### config.mk
export PLATFORM = sky130hd
export DESIGN_NAME = sbrm_pole
export DESIGN_NICKNAME = d
export VERILOG_FILES = /design/src/rtl/sbrm_pkg.sv /design/src/rtl/sbrm_pole.sv
export SDC_FILE = /design/constraint.sdc
export NUM_CORES = 2
export LEC_CHECK = 0
export ABC_AREA = 1
export BUFFER_PORTS_ARGS = -buffer_cell sky130_fd_sc_hd__buf_2
export CORE_MARGIN = 8
export CORE_UTILIZATION = 35
export DETAILED_ROUTE_END_ITERATION = 16
export GPL_TIMING_DRIVEN = 0
export PLACE_DENSITY = 0.59
export SLEW_MARGIN = 0
export SYNTH_ARGS = -nofsm -noshare
export SYNTH_HDL_FRONTEND = slang
export SYNTH_SLANG_ARGS = --single-unit
### constraint.sdc
create_clock -name clk -period 15.1 [get_ports clk]
set_input_delay 4.53 -clock clk [delete_from_list [all_inputs] [get_ports clk]]
set_output_delay 4.53 -clock clk [all_outputs]
set_load 0.03 [all_outputs]
### src/rtl/sbrm_pkg.sv
// shared types and constants for the stereo band rms meter
// used by every rtl file of the block; depends on nothing

package sbrm_pkg;

	localparam int SAMPLE_W   = 24;
	localparam int RMS_W      = 25;
	localparam int SUM_W      = 64;
	localparam int BAND_W     = 28;
	localparam int LP_W       = 32;
	localparam int COEFF_W    = 16;
	localparam int DATA_W     = 32;
	localparam int ADDR_W     = 3;
	localparam int NUM_BANDS  = 4;

	localparam logic [COEFF_W-1:0] COEFF_RESET = 16'd65208;

	// register index, taken from paddr above the byte offset
	localparam logic [ADDR_W-3:0] REG_LOW_POLE = 1'b0;

	// band lanes
	localparam int BAND_LOW   = 0;
	localparam int BAND_MID   = 1;
	localparam int BAND_HIGH  = 2;
	localparam int BAND_BROAD = 3;

	// shift-subtract divider and digit-by-digit root
	localparam int DIV_STEPS  = SUM_W;
	localparam int ROOT_STEPS = SUM_W / 2;
	localparam int ROOT_W     = SUM_W / 2;
	localparam int SQREM_W    = ROOT_W + 2;
	localparam int ITER_W     = $clog2(DIV_STEPS);

	typedef struct packed {
		logic mul_en;
		logic upd_en;
	} pole_ctl_t;

	typedef struct packed {
		logic sq_en;
		logic acc_en;
		logic root_start;
	} band_ctl_t;

endpackage

### src/rtl/sbrm_pole.sv
// one-pole lowpass lane, one per channel, state in signed q1.31
// uses sbrm_pkg; two products in the first step, rounded sum in the second

module sbrm_pole (
	input  logic                                 clk,
	input  logic                                 arst_n,
	input  sbrm_pkg::pole_ctl_t                  ctl,
	input  logic [sbrm_pkg::COEFF_W-1:0]         coeff,
	input  logic signed [sbrm_pkg::SAMPLE_W-1:0] sample,
	output logic signed [sbrm_pkg::LP_W-1:0]     state
);

	localparam int PROD_W = sbrm_pkg::LP_W + 18;

	logic signed [16:0]         a_s;
	logic signed [17:0]         b_s;
	logic signed [31:0]         x_s;
	logic signed [PROD_W-1:0]   pa;
	logic signed [PROD_W-1:0]   pb;
	logic signed [PROD_W-1:0]   prod_a_s1;
	logic signed [PROD_W-1:0]   prod_b_s1;
	logic signed [PROD_W:0]     acc;
	logic signed [sbrm_pkg::LP_W-1:0] lp_q;

	assign a_s = $signed({1'b0, coeff});
	// 65536 - a needs a full 17 magnitude bits when a is zero
	assign b_s = 18'sd65536 - $signed({2'b00, coeff});
	assign x_s = $signed({sample, 8'h00});
	assign pa  = a_s * lp_q;
	assign pb  = b_s * x_s;
	assign acc = (PROD_W+1)'(prod_a_s1) + (PROD_W+1)'(prod_b_s1) + (PROD_W+1)'(32768);

	always_ff @(posedge clk) begin
		if (ctl.mul_en) begin
			prod_a_s1 <= pa;
			prod_b_s1 <= pb;
		end
	end

	always_ff @(posedge clk or negedge arst_n) begin
		if (!arst_n) begin
			lp_q <= '0;
		end else if (ctl.upd_en) begin
			lp_q <= acc[47:16];
		end
	end

	assign state = lp_q;

endmodule

==> out/metrics.cfg <==
[worst_hold_path]
min_path_type=reg -> reg
whs_path_depth=2
hold_start=state[0]$_DFFE_PN0P_
holdPathEnd=state[0]$_DFFE_PN0P_

[cells_and_area]
final_cells=6885
seq_area_um2=3200
num-fill-cells=12144
multi_input_area_um2=31200
postLayoutCoreUtil_pct=37.4
area_growth_pct=6.19
nets=6552
drive_above_1_share_pct=3.12

[sta]
finClkSkew_ns=0.0163
setup_viol=0
maxSlewViolCount=0
period_share_pct=79.4
period_needed_ns=11.99
tightest_slew_ns=1.03
fin_setup_tns_ns=0
hold_viol_final=0
max_freq_mhz=83.4
max_slew_margin_pct=31.2
rsz0062_at_grt=no

[placement]
dpl.hpwl_um=123000
gp_congestion=0.938
dp_cells=6865
port_buffers=56

[logic_synthesis]
async_flop_share_pct=28.6
synth.most_common_cell=inv_1
yosys.area_share.simple_pct=19.5
yosysSeqAreaShare_pct=7.85
synth_edf_count=80
ys_warn_count=0
synth_top_family_by_area=adder cells
synthMuxAreaShare_pct=0
synth_ff_type=edfxtp_1
synth-compound-area-share_pct=4.02
synth.area.top_cells=fa_1, inv_1, nand2_1, ha_1, edfxtp_1
synth_common_cells=inv_1, nand2_1, fa_1, nor2_1, ha_1
syn_inst=5284
ys_types=45
synth.avg_cell_area_um2=7.73
synthXorXnorAreaFrac_pct=1.50
yosys.area.top_type=fa_1
yosys.area_share.adder_pct=51.4
syn_area_um2=40800
synth.top_cell.area_share_pct=42.7
syn_nets=6484
ys_seq_elements=112

[setup_path]
crit_top_cell=fa_1
criticalPathCategory=in -> reg
crit_path_end_kind=flip-flop
reg2reg_from=state[12]$_DFFE_PN0P_
path_buf_inv=8
crit_slowest_cell=clkbuf_1
start_kind=input pin
crit_path_max_incr_delay_ns=0.72
r2r_end=prod_a_s1[32]$_DFFE_PP_
critPathArrivalTime_ns=12.10
path_max_fanout=10
r2r_cells=24
crit_family=adder cells
r2r_setup_slack_ns=7.27
cp.required_ns=15.21

[run_status]
outcome=finished clean

[floorplan]
num_rows=125
core_um2=116000
initial_core_util_pct=35.2
io-pin-count=76
dieArea_um2=128000
die_h_um=358
die_w_um=358

[clock_tree]
post_cts_buffers=0
numCtsBuffers=9
clk_path_buf_depth=2
clockRootBuffer=clkbuf_16
clk_pin_slew_ns=0.09
htree_num_levels=3
insertion_delay_ns=0.38
cts_tree=done
ctsHoldBuffers=0
cts.sinks=112
cts.repair.resized=0

[job]
maxCapViolations=0

[grt]
grt_first_pass_wirelength_um=217000
track_usage_pct=22.5
grt_max_degree=48
grt_pass1_vias=35527
antenna_found_initial=6
grt_overflow=0

[routing]
drt-initial-drc-count=2290
drc=0
routed-via-count=33232
dr.pass1.iters=6
wl_per_cell_um=20.5
wirelength_um=141000
ant_nets=0
vias_per_cell=4.83

==> cell families after synthesis <==
family | Yosys count
buffers and inverters | 1662
adders and majority gates | 1156
DFF | 112
and+or+nand+nor | 1985
AOI/OAI and AO/OA | 299
xor gates and xnor gates | 70
==> how the worst max path moves through the flow <==
| stage | cells after the start | slack [ns] | from | to |
|---|---|---|---|---|
| 2_1_floorplan | 36 | 4.48 | coeff[0] | prod_b_s1[45]$_DFFE_PP_ |
| 3_3_place_gp | 29 | 2.76 | coeff[0] | prod_b_s1[43]$_DFFE_PP_ |
| 3_5_place_dp | 29 | 2.74 | coeff[0] | prod_b_s1[43]$_DFFE_PP_ |
| 4_1_cts | 29 | 3.14 | coeff[0] | prod_b_s1[43]$_DFFE_PP_ |
| 5_1_grt | 31 | 2.69 | coeff[0] | prod_b_s1[45]$_DFFE_PP_ |
| 6_report | 31 | 3.11 | coeff[0] | prod_b_s1[38]$_DFFE_PP_ |
==> routing by layer <==
metal	vias to the layer above	share of wire [%]	global-route usage, %
li1	15330	-	-
met4	4	4.4	8.44
met1	16651	40	27.9
met5	-	0.021	0
met3	246	5.2	2.38
met2	1001	50	40.2
==> worst reg2reg max path, delay by kind of cell (launching register included) <==
| family | cells | cell delay [ns] |
|---|---|---|
| buf+inv | 8 | 1.82 |
| flops | 1 | 0.39 |
| simple gates | 9 | 1.73 |
| fa+ha+maj | 7 | 3.60 |
==> area by class of cell <==
cell class | instances | area share (%)
clock buffers | 11 | 0.583
multi-input cells | 3510 | 72.0
inverters | 1478 | 12.8
plain buffers | 184 | 1.99
flip-flops and latches | 112 | 7.39
repair buffers | 57 | 0.716
diodes | 4 | 0.0231
well taps | 1524 | 4.40
clock inverters | 5 | 0.107
==> cell usage in the layout, fill, tap and decap left out, types with 4 or more instances in the layout <==
| cell type | instances |
|---|---|
| a31oi_1 | 15 |
| dfrtp_1 | 32 |
| nor3_1 | 24 |
| clkbuf_1 | 139 |
| a21boi_0 | 7 |
| buf_1 | 5 |
| nand3b_1 | 11 |
| buf_2 | 74 |
| nand3_1 | 123 |
| xnor2_1 | 29 |
| clkinv_1 | 7 |
| nand4_1 | 30 |
| o21bai_1 | 24 |
| edfxtp_1 | 80 |
| o21a_1 | 5 |
| nor2_1 | 398 |
| a21oi_1 | 130 |
| xor2_1 | 41 |
| or2_2 | 4 |
| ha_1 | 285 |
| buf_6 | 16 |
| nand2_2 | 15 |
| nor4_1 | 8 |
| buf_4 | 5 |
| clkbuf_16 | 9 |
| a21o_1 | 7 |
| diode_2 | 4 |
| inv_1 | 1464 |
| nor2_2 | 22 |
| inv_2 | 5 |
| o21ai_1 | 6 |
| nand2_1 | 1338 |
| fa_1 | 871 |
| o21ai_0 | 99 |
| o211ai_1 | 5 |
==> flip-flops by register name, indices dropped and copies added (netlist names) <==
register and cells:
prod_b_s1 40, state 32, prod_a_s1 40
==> through the flow <==
step | instance area [um2] | hold WS [ns] | setup WS [ns]
6_report | 43300 | 0.867 | 3.11
5_1_grt | 43300 | 0.891 | 2.69
3_5_place_dp | 43000 | 0.857 | 2.74
3_3_place_gp | 43000 | 0.841 | 2.76
4_1_cts | 43300 | 0.868 | 3.14
2_1_floorplan | 40800 | 0.730 | 4.48
Power is left out: the tool's default activity adds up to more than one toggle a clock period on the data nets, which glitch-free logic cannot reach.
