## src/rtl/sbrm_pkg.sv

```systemverilog
// shared types and constants for the stereo band rms meter
// used by every rtl file of the block; depends on nothing

package sbrm_pkg;

	localparam int SAMPLE_W   = 24;
	localparam int RMS_W      = 25;
	localparam int SUM_W      = 64;
	localparam int BAND_W     = 28;
	localparam int LP_W       = 32;
	localparam int COEFF_W    = 16;
	localparam int DATA_W     = 32;
	localparam int ADDR_W     = 3;
	localparam int NUM_BANDS  = 4;

	localparam logic [COEFF_W-1:0] COEFF_RESET = 16'd65208;

	// register index, taken from paddr above the byte offset
	localparam logic [ADDR_W-3:0] REG_LOW_POLE = 1'b0;

	// band lanes
	localparam int BAND_LOW   = 0;
	localparam int BAND_MID   = 1;
	localparam int BAND_HIGH  = 2;
	localparam int BAND_BROAD = 3;

	// shift-subtract divider and digit-by-digit root
	localparam int DIV_STEPS  = SUM_W;
	localparam int ROOT_STEPS = SUM_W / 2;
	localparam int ROOT_W     = SUM_W / 2;
	localparam int SQREM_W    = ROOT_W + 2;
	localparam int ITER_W     = $clog2(DIV_STEPS);

	typedef struct packed {
		logic mul_en;
		logic upd_en;
	} pole_ctl_t;

	typedef struct packed {
		logic sq_en;
		logic acc_en;
		logic root_start;
	} band_ctl_t;

endpackage

```

## src/rtl/sbrm_band_lane.sv

```systemverilog
// band lane: square, saturating energy sum, then mean and root at block end
// uses sbrm_pkg; the root steps one bit pair per cycle, the divider one quotient bit at a time

module sbrm_band_lane #(
	parameter int CNT_W = 13
) (
	input  logic                               clk,
	input  logic                               arst_n,
	input  sbrm_pkg::band_ctl_t                ctl,
	input  logic signed [sbrm_pkg::BAND_W-1:0] band,
	input  logic [CNT_W-1:0]                   count,
	output logic [sbrm_pkg::RMS_W-1:0]         rms,
	output logic                               done
);

	localparam int SUM_W  = sbrm_pkg::SUM_W;
	localparam int BAND_W = sbrm_pkg::BAND_W;
	localparam int ROOT_W = sbrm_pkg::ROOT_W;
	localparam int SQR_W  = sbrm_pkg::SQREM_W;
	localparam int ITW    = sbrm_pkg::ITER_W;
	localparam logic [ITW-1:0] DIV_LAST  = ITW'(sbrm_pkg::DIV_STEPS - 1);
	localparam logic [ITW-1:0] ROOT_LAST = ITW'(sbrm_pkg::ROOT_STEPS - 1);

	typedef enum logic [2:0] {
		L_IDLE = 3'b001,
		L_DIV  = 3'b010,
		L_ROOT = 3'b100
	} lane_state_t;

	lane_state_t              st_q;
	logic [ITW-1:0]           iter_q;
	logic [BAND_W-1:0]        mag;
	logic [2*BAND_W-1:0]      sq_s1;
	logic [SUM_W-1:0]         sum_q;
	logic [SUM_W:0]           sum_ext;
	logic [SUM_W-1:0]         work_q;
	logic [CNT_W-1:0]         dv_q;
	logic [CNT_W-1:0]         div_rem_q;
	logic [CNT_W:0]           trial;
	logic [CNT_W:0]           diff;
	logic                     qbit;
	logic [SUM_W-1:0]         quot;
	logic [SQR_W-1:0]         sq_rem_q;
	logic [SQR_W+1:0]         rem_sh;
	logic [SQR_W+1:0]         rtrial;
	logic                     rbit;
	logic [ROOT_W-1:0]        root_q;
	logic [ROOT_W-1:0]        root_next;
	logic [sbrm_pkg::RMS_W-1:0] rms_q;
	logic                     done_q;

	assign mag     = band[BAND_W-1] ? BAND_W'(-band) : BAND_W'(band);
	assign sum_ext = {1'b0, sum_q} + (SUM_W+1)'(sq_s1);

	assign trial = {div_rem_q, work_q[SUM_W-1]};
	assign qbit  = trial >= {1'b0, dv_q};
	assign diff  = trial - {1'b0, dv_q};
	assign quot  = {work_q[SUM_W-2:0], qbit};

	assign rem_sh    = {sq_rem_q, work_q[SUM_W-1:SUM_W-2]};
	assign rtrial    = {2'b00, root_q, 2'b01};
	assign rbit      = rem_sh >= rtrial;
	assign root_next = {root_q[ROOT_W-2:0], rbit};

	always_ff @(posedge clk) begin
		if (ctl.sq_en) begin
			sq_s1 <= mag * mag;
		end
	end

	always_ff @(posedge clk or negedge arst_n) begin
		if (!arst_n) begin
			sum_q <= '0;
		end else if (ctl.root_start) begin
			sum_q <= '0;
		end else if (ctl.acc_en) begin
			sum_q <= sum_ext[SUM_W] ? '1 : sum_ext[SUM_W-1:0];
		end
	end

	always_ff @(posedge clk or negedge arst_n) begin
		if (!arst_n) begin
			st_q   <= L_IDLE;
			iter_q <= '0;
			done_q <= 1'b0;
		end else begin
			done_q <= 1'b0;
			unique case (st_q)
				L_IDLE: begin
					if (ctl.root_start) begin
						st_q   <= L_DIV;
						iter_q <= '0;
					end
				end
				L_DIV: begin
					iter_q <= iter_q + 1'b1;
					if (iter_q == DIV_LAST) begin
						st_q   <= L_ROOT;
						iter_q <= '0;
					end
				end
				L_ROOT: begin
					iter_q <= iter_q + 1'b1;
					if (iter_q == ROOT_LAST) begin
						st_q   <= L_IDLE;
						done_q <= 1'b1;
					end
				end
				default: begin
					st_q <= L_IDLE;
				end
			endcase
		end
	end

	// datapath of the divider and the root
	always_ff @(posedge clk) begin
		unique case (st_q)
			L_IDLE: begin
				if (ctl.root_start) begin
					work_q    <= sum_q;
					dv_q      <= count;
					div_rem_q <= '0;
				end
			end
			L_DIV: begin
				div_rem_q <= qbit ? diff[CNT_W-1:0] : trial[CNT_W-1:0];
				if (iter_q == DIV_LAST) begin
					// mean / 4 becomes the radicand
					work_q   <= {2'b00, quot[SUM_W-1:2]};
					sq_rem_q <= '0;
					root_q   <= '0;
				end else begin
					work_q <= quot;
				end
			end
			L_ROOT: begin
				sq_rem_q <= rbit ? SQR_W'(rem_sh - rtrial) : rem_sh[SQR_W-1:0];
				root_q   <= root_next;
				work_q   <= {work_q[SUM_W-3:0], 2'b00};
				if (iter_q == ROOT_LAST) begin
					rms_q <= (|root_next[ROOT_W-1:sbrm_pkg::RMS_W]) ? '1
						: root_next[sbrm_pkg::RMS_W-1:0];
				end
			end
			default: begin
			end
		endcase
	end

	assign rms  = rms_q;
	assign done = done_q;

endmodule

```

## config.mk

```make
export PLATFORM = sky130hd
export DESIGN_NAME = sbrm_band_lane
export DESIGN_NICKNAME = d
export VERILOG_FILES = /design/src/rtl/sbrm_pkg.sv /design/src/rtl/sbrm_band_lane.sv
export SDC_FILE = /design/constraint.sdc
export NUM_CORES = 2
export LEC_CHECK = 0
export BUFFER_PORTS_ARGS = -buffer_cell sky130_fd_sc_hd__buf_2
export CAP_MARGIN = 20
export CORE_MARGIN = 3
export CORE_UTILIZATION = 40
export CTS_BUF_LIST = sky130_fd_sc_hd__clkbuf_4 sky130_fd_sc_hd__clkbuf_8 sky130_fd_sc_hd__clkbuf_16
export CTS_CLUSTER_SIZE = 24
export DETAILED_ROUTE_END_ITERATION = 10
export GPL_ROUTABILITY_DRIVEN = 0
export GPL_TIMING_DRIVEN = 0
export MAX_ROUTING_LAYER = met4
export SETUP_SLACK_MARGIN = 0.3
export SYNTH_ARGS = -nofsm -noshare
export SYNTH_HDL_FRONTEND = slang
export SYNTH_SLANG_ARGS = --single-unit
```

## constraint.sdc

```tcl
create_clock -name clk -period 11.8 [get_ports clk]
set_input_delay 2.36 -clock clk [delete_from_list [all_inputs] [get_ports clk]]
set_output_delay 2.36 -clock clk [all_outputs]
set_load 0.005 [all_outputs]
```

==> flow_summary_export.csv <==
group,metric,value,unit
timing,relSlewSlack,31.4,%
finish,regArea,0.00894,sq mm
clock_network,hold_buffers,0,
route,vias,30600,
floorplanning,ios,72,
floorplanning,core,0.101,sq mm
worst_setup_path,worst_path_largest_cell_delay,870,ps
finish,postLayoutCoreUtil,45.1,%
yosys,synth_edf_count,236,
finish,layout_common_cells,"917 x inv_1, 607 x fa_1, 358 x nor2_1",
global_routing,overflow,0,
yosys,synth_top_flop_cell,"edfxtp_1",
worst_setup_path,cp_data_arrival_time,11490,ps
flow_run,max-cap-violations,0,
placed_design,portBuffers,70,
finish,num-fill-cells,9799,
yosys,synthTopCellsByArea,"fa_1 30%, edfxtp_1 17%, ha_1 9.6%",
floorplanning,die_area,0.106,sq mm
timing,tightest_slew,1020,ps
placed_design,dp_cells,5770,
yosys,syn_avg_cell_area,9.48,sq um
timing,setup_viol_count_final,0,
route,drc,0,
timing,drv_slew,0,
yosys,ys.warnings.count,0,
finish,layout_commonest_cell,"inv_1",
global_routing,grt_pass1_wl,176000,microns
placed_design,detailed_place_hpwl,90100,microns
worst_setup_path,r2r_cells,13,
route,wl,112000,microns
timing,finalCriticalPeriod,11220,ps
finish,multiInputGateArea,0.0283,sq mm
yosys,seq_area_frac_synth,21.9,%
global_routing,grt_use_total,21.7,%
worst_setup_path,cp-start-kind,"input port",
clock_network,cts_root_buffer,"clkbuf_16",
global_routing,antenna_found_initial,2,
worst_setup_path,worstSetupPathType,"in -> reg",
clock_network,cts_sinks,310,
finish,area_growth,11.1,%
route,drt_first_iter_violations,2275,
floorplanning,die_height,326,microns
yosys,synth_top_area_share,29.8,%
worst_setup_path,end_kind,"flip-flop",
clock_network,insertion_delay,550,ps
clock_network,h-tree-depth,2,
worst_setup_path,crit_fanout,10,
worst_setup_path,cp_common_cell,"fa_1",
route,via_per_inst,5.21,
min_path,hp-class,"reg -> reg",
timing,rsz0062_at_grt,"no",
yosys,netlist_instances,4312,
yosys,syn_area,0.0409,sq mm
yosys,synth_top_area_cell,"fa_1",
run_status,status,"completed",
yosys,async_flop_share,23.9,%
finish,layout.cells.non_filler,5874,
clock_network,clk_path_buf_depth,3,
clock_network,cts_made_buffers,34,
floorplanning,initial_core_util,40.6,%
worst_setup_path,cp.required,12070,ps
floorplanning,die_x,326,microns
yosys,synth_cell_types,85,
timing,fmax,0.0891,GHz
clock_network,cts.clk_slew.worst_paths,60,ps
route,dr.pass1.iters,7,
yosys,ys_ff_latch,310,
route,drtAntennaViolNets,0,
timing,final_hold_viol_count,0,
finish,nets,5459,
min_path,worstHoldPathCells,2,
finish,drive_gt1_share,7.53,%
timing,skew,32.5,ps
timing,period_share,95.1,%
worst_setup_path,cp_slowest_cell,"clkdlybuf4s15_1",
floorplanning,rows,116,
global_routing,grt_max_degree,62,
route,wl_per_cell,19.0,microns
global_routing,first_global_vias,31800,
clock_network,cts_tree,"done",
## per-layer routing
layer | GRT usage, % | vias up | part of all wire [%] | wire [microns]
met2 | 34.2 | 1004 | 46 | 51400
li1 | - | 14300 | - | -
met5 | - | - | 0 | 0
met3 | 4.42 | 262 | 7.2 | 8010
met4 | 7.86 | 0 | 4.2 | 4690
met1 | 27.7 | 15000 | 43 | 47600
## area by class of cell
type,instances,area share [%]
well taps,1357,3.74
inverters,937,7.81
multi-input cells,2916,62.3
clock inverters,21,0.595
clock buffers,41,2.08
diodes,2,0.0110
repair buffers,123,2.01
plain buffers,167,1.77
flip-flops and latches,310,19.7
## registers in the layout, indices dropped and copies added (netlist names), 6 cells and up
name and flops:
sum_q 64, work_q 64, sq_s1 55, sq_rem_q 34, root_q 32, rms 25
div_rem_q 13, dv_q 13, iter_q 6
## critical path: cells and delay by family
family                   cells  cell delay [ps]
AO/OA/AOI/OAI               10             2030
XOR/XNOR                     2              680
adder cells (fa/ha/maj)      8             3970
buffers and inverters       10             2240
AND/OR/NAND/NOR              1              180
## logic make-up (layout without fill, tap and decap cells)
group                      after synthesis  in the layout  synth area share, %
AOI/OAI and AO/OA                      734            734                 11.8
xor gates and xnor gates               183            183                 3.96
adders and majority gates              924            924                 39.5
buffers and inverters                 1106           1289                 10.2
DFF                                    310            310                 21.9
muxes                                   96             96                 2.35
other                                    2             24               0.0184
and+or+nand+nor                        957            957                 10.3
## what timing repair did
item                                    in CTS  in global routing
pin swaps                                   10                 34
endpoints found under the setup margin      38                 23
resized for setup                           76                104
gates cloned                                 0                  0
setup buffers                               13                 27
## Yosys cell counts, types with 12 or more instances
master	number
nor2_1	364
xnor2_1	103
nand2b_1	23
and3_1	28
o21bai_1	25
a22oi_1	60
o22ai_1	14
dfrtp_1	73
xor2_1	78
or3_1	14
and2_1	14
or2_2	14
ha_1	315
a311oi_1	36
nand4_1	35
a21o_1	99
fa_1	609
nand3_1	66
edfxtp_1	236
nand2_1	319
mux2i_1	96
inv_1	921
o21ai_0	163
clkbuf_1	142
a21oi_1	163
o31ai_1	17
a211oi_1	34
nor2b_1	25
a31oi_1	25
nor3_1	26
buf_1	14
o21a_1	12
## per-stage QoR
| step | instance area, sq um | setup slack [ps] | setup TNS, ps | hold slack [ps] |
|---|---|---|---|---|
| after floorplan | 41000 | 359 | 0 | 473 |
| after global placement | 43000 | -2800 | -65620 | 501 |
| after detailed placement | 43200 | -2560 | -53360 | 511 |
| after CTS | 44900 | 300 | 0 | 529 |
| after global routing | 45400 | 292 | 0 | 554 |
| final | 45400 | 580 | 0 | 522 |
## worst paths after layout
path | startpoint | end | slack, ps
max reg2reg | sum_q[9] | sum_q[45] | 7410
min | iter_q[1] | iter_q[1] | 520
min in group asynchronous | arst_n | sum_q[11] | 1670
max in group asynchronous | arst_n | st_q[0] | 9480
min reg2reg | iter_q[1] | iter_q[1] | 520
max | band[27] | sq_s1[48] | 580
Power is not shown: default switching activity piles up to over one toggle a cycle in this logic, so the estimate is an artifact.
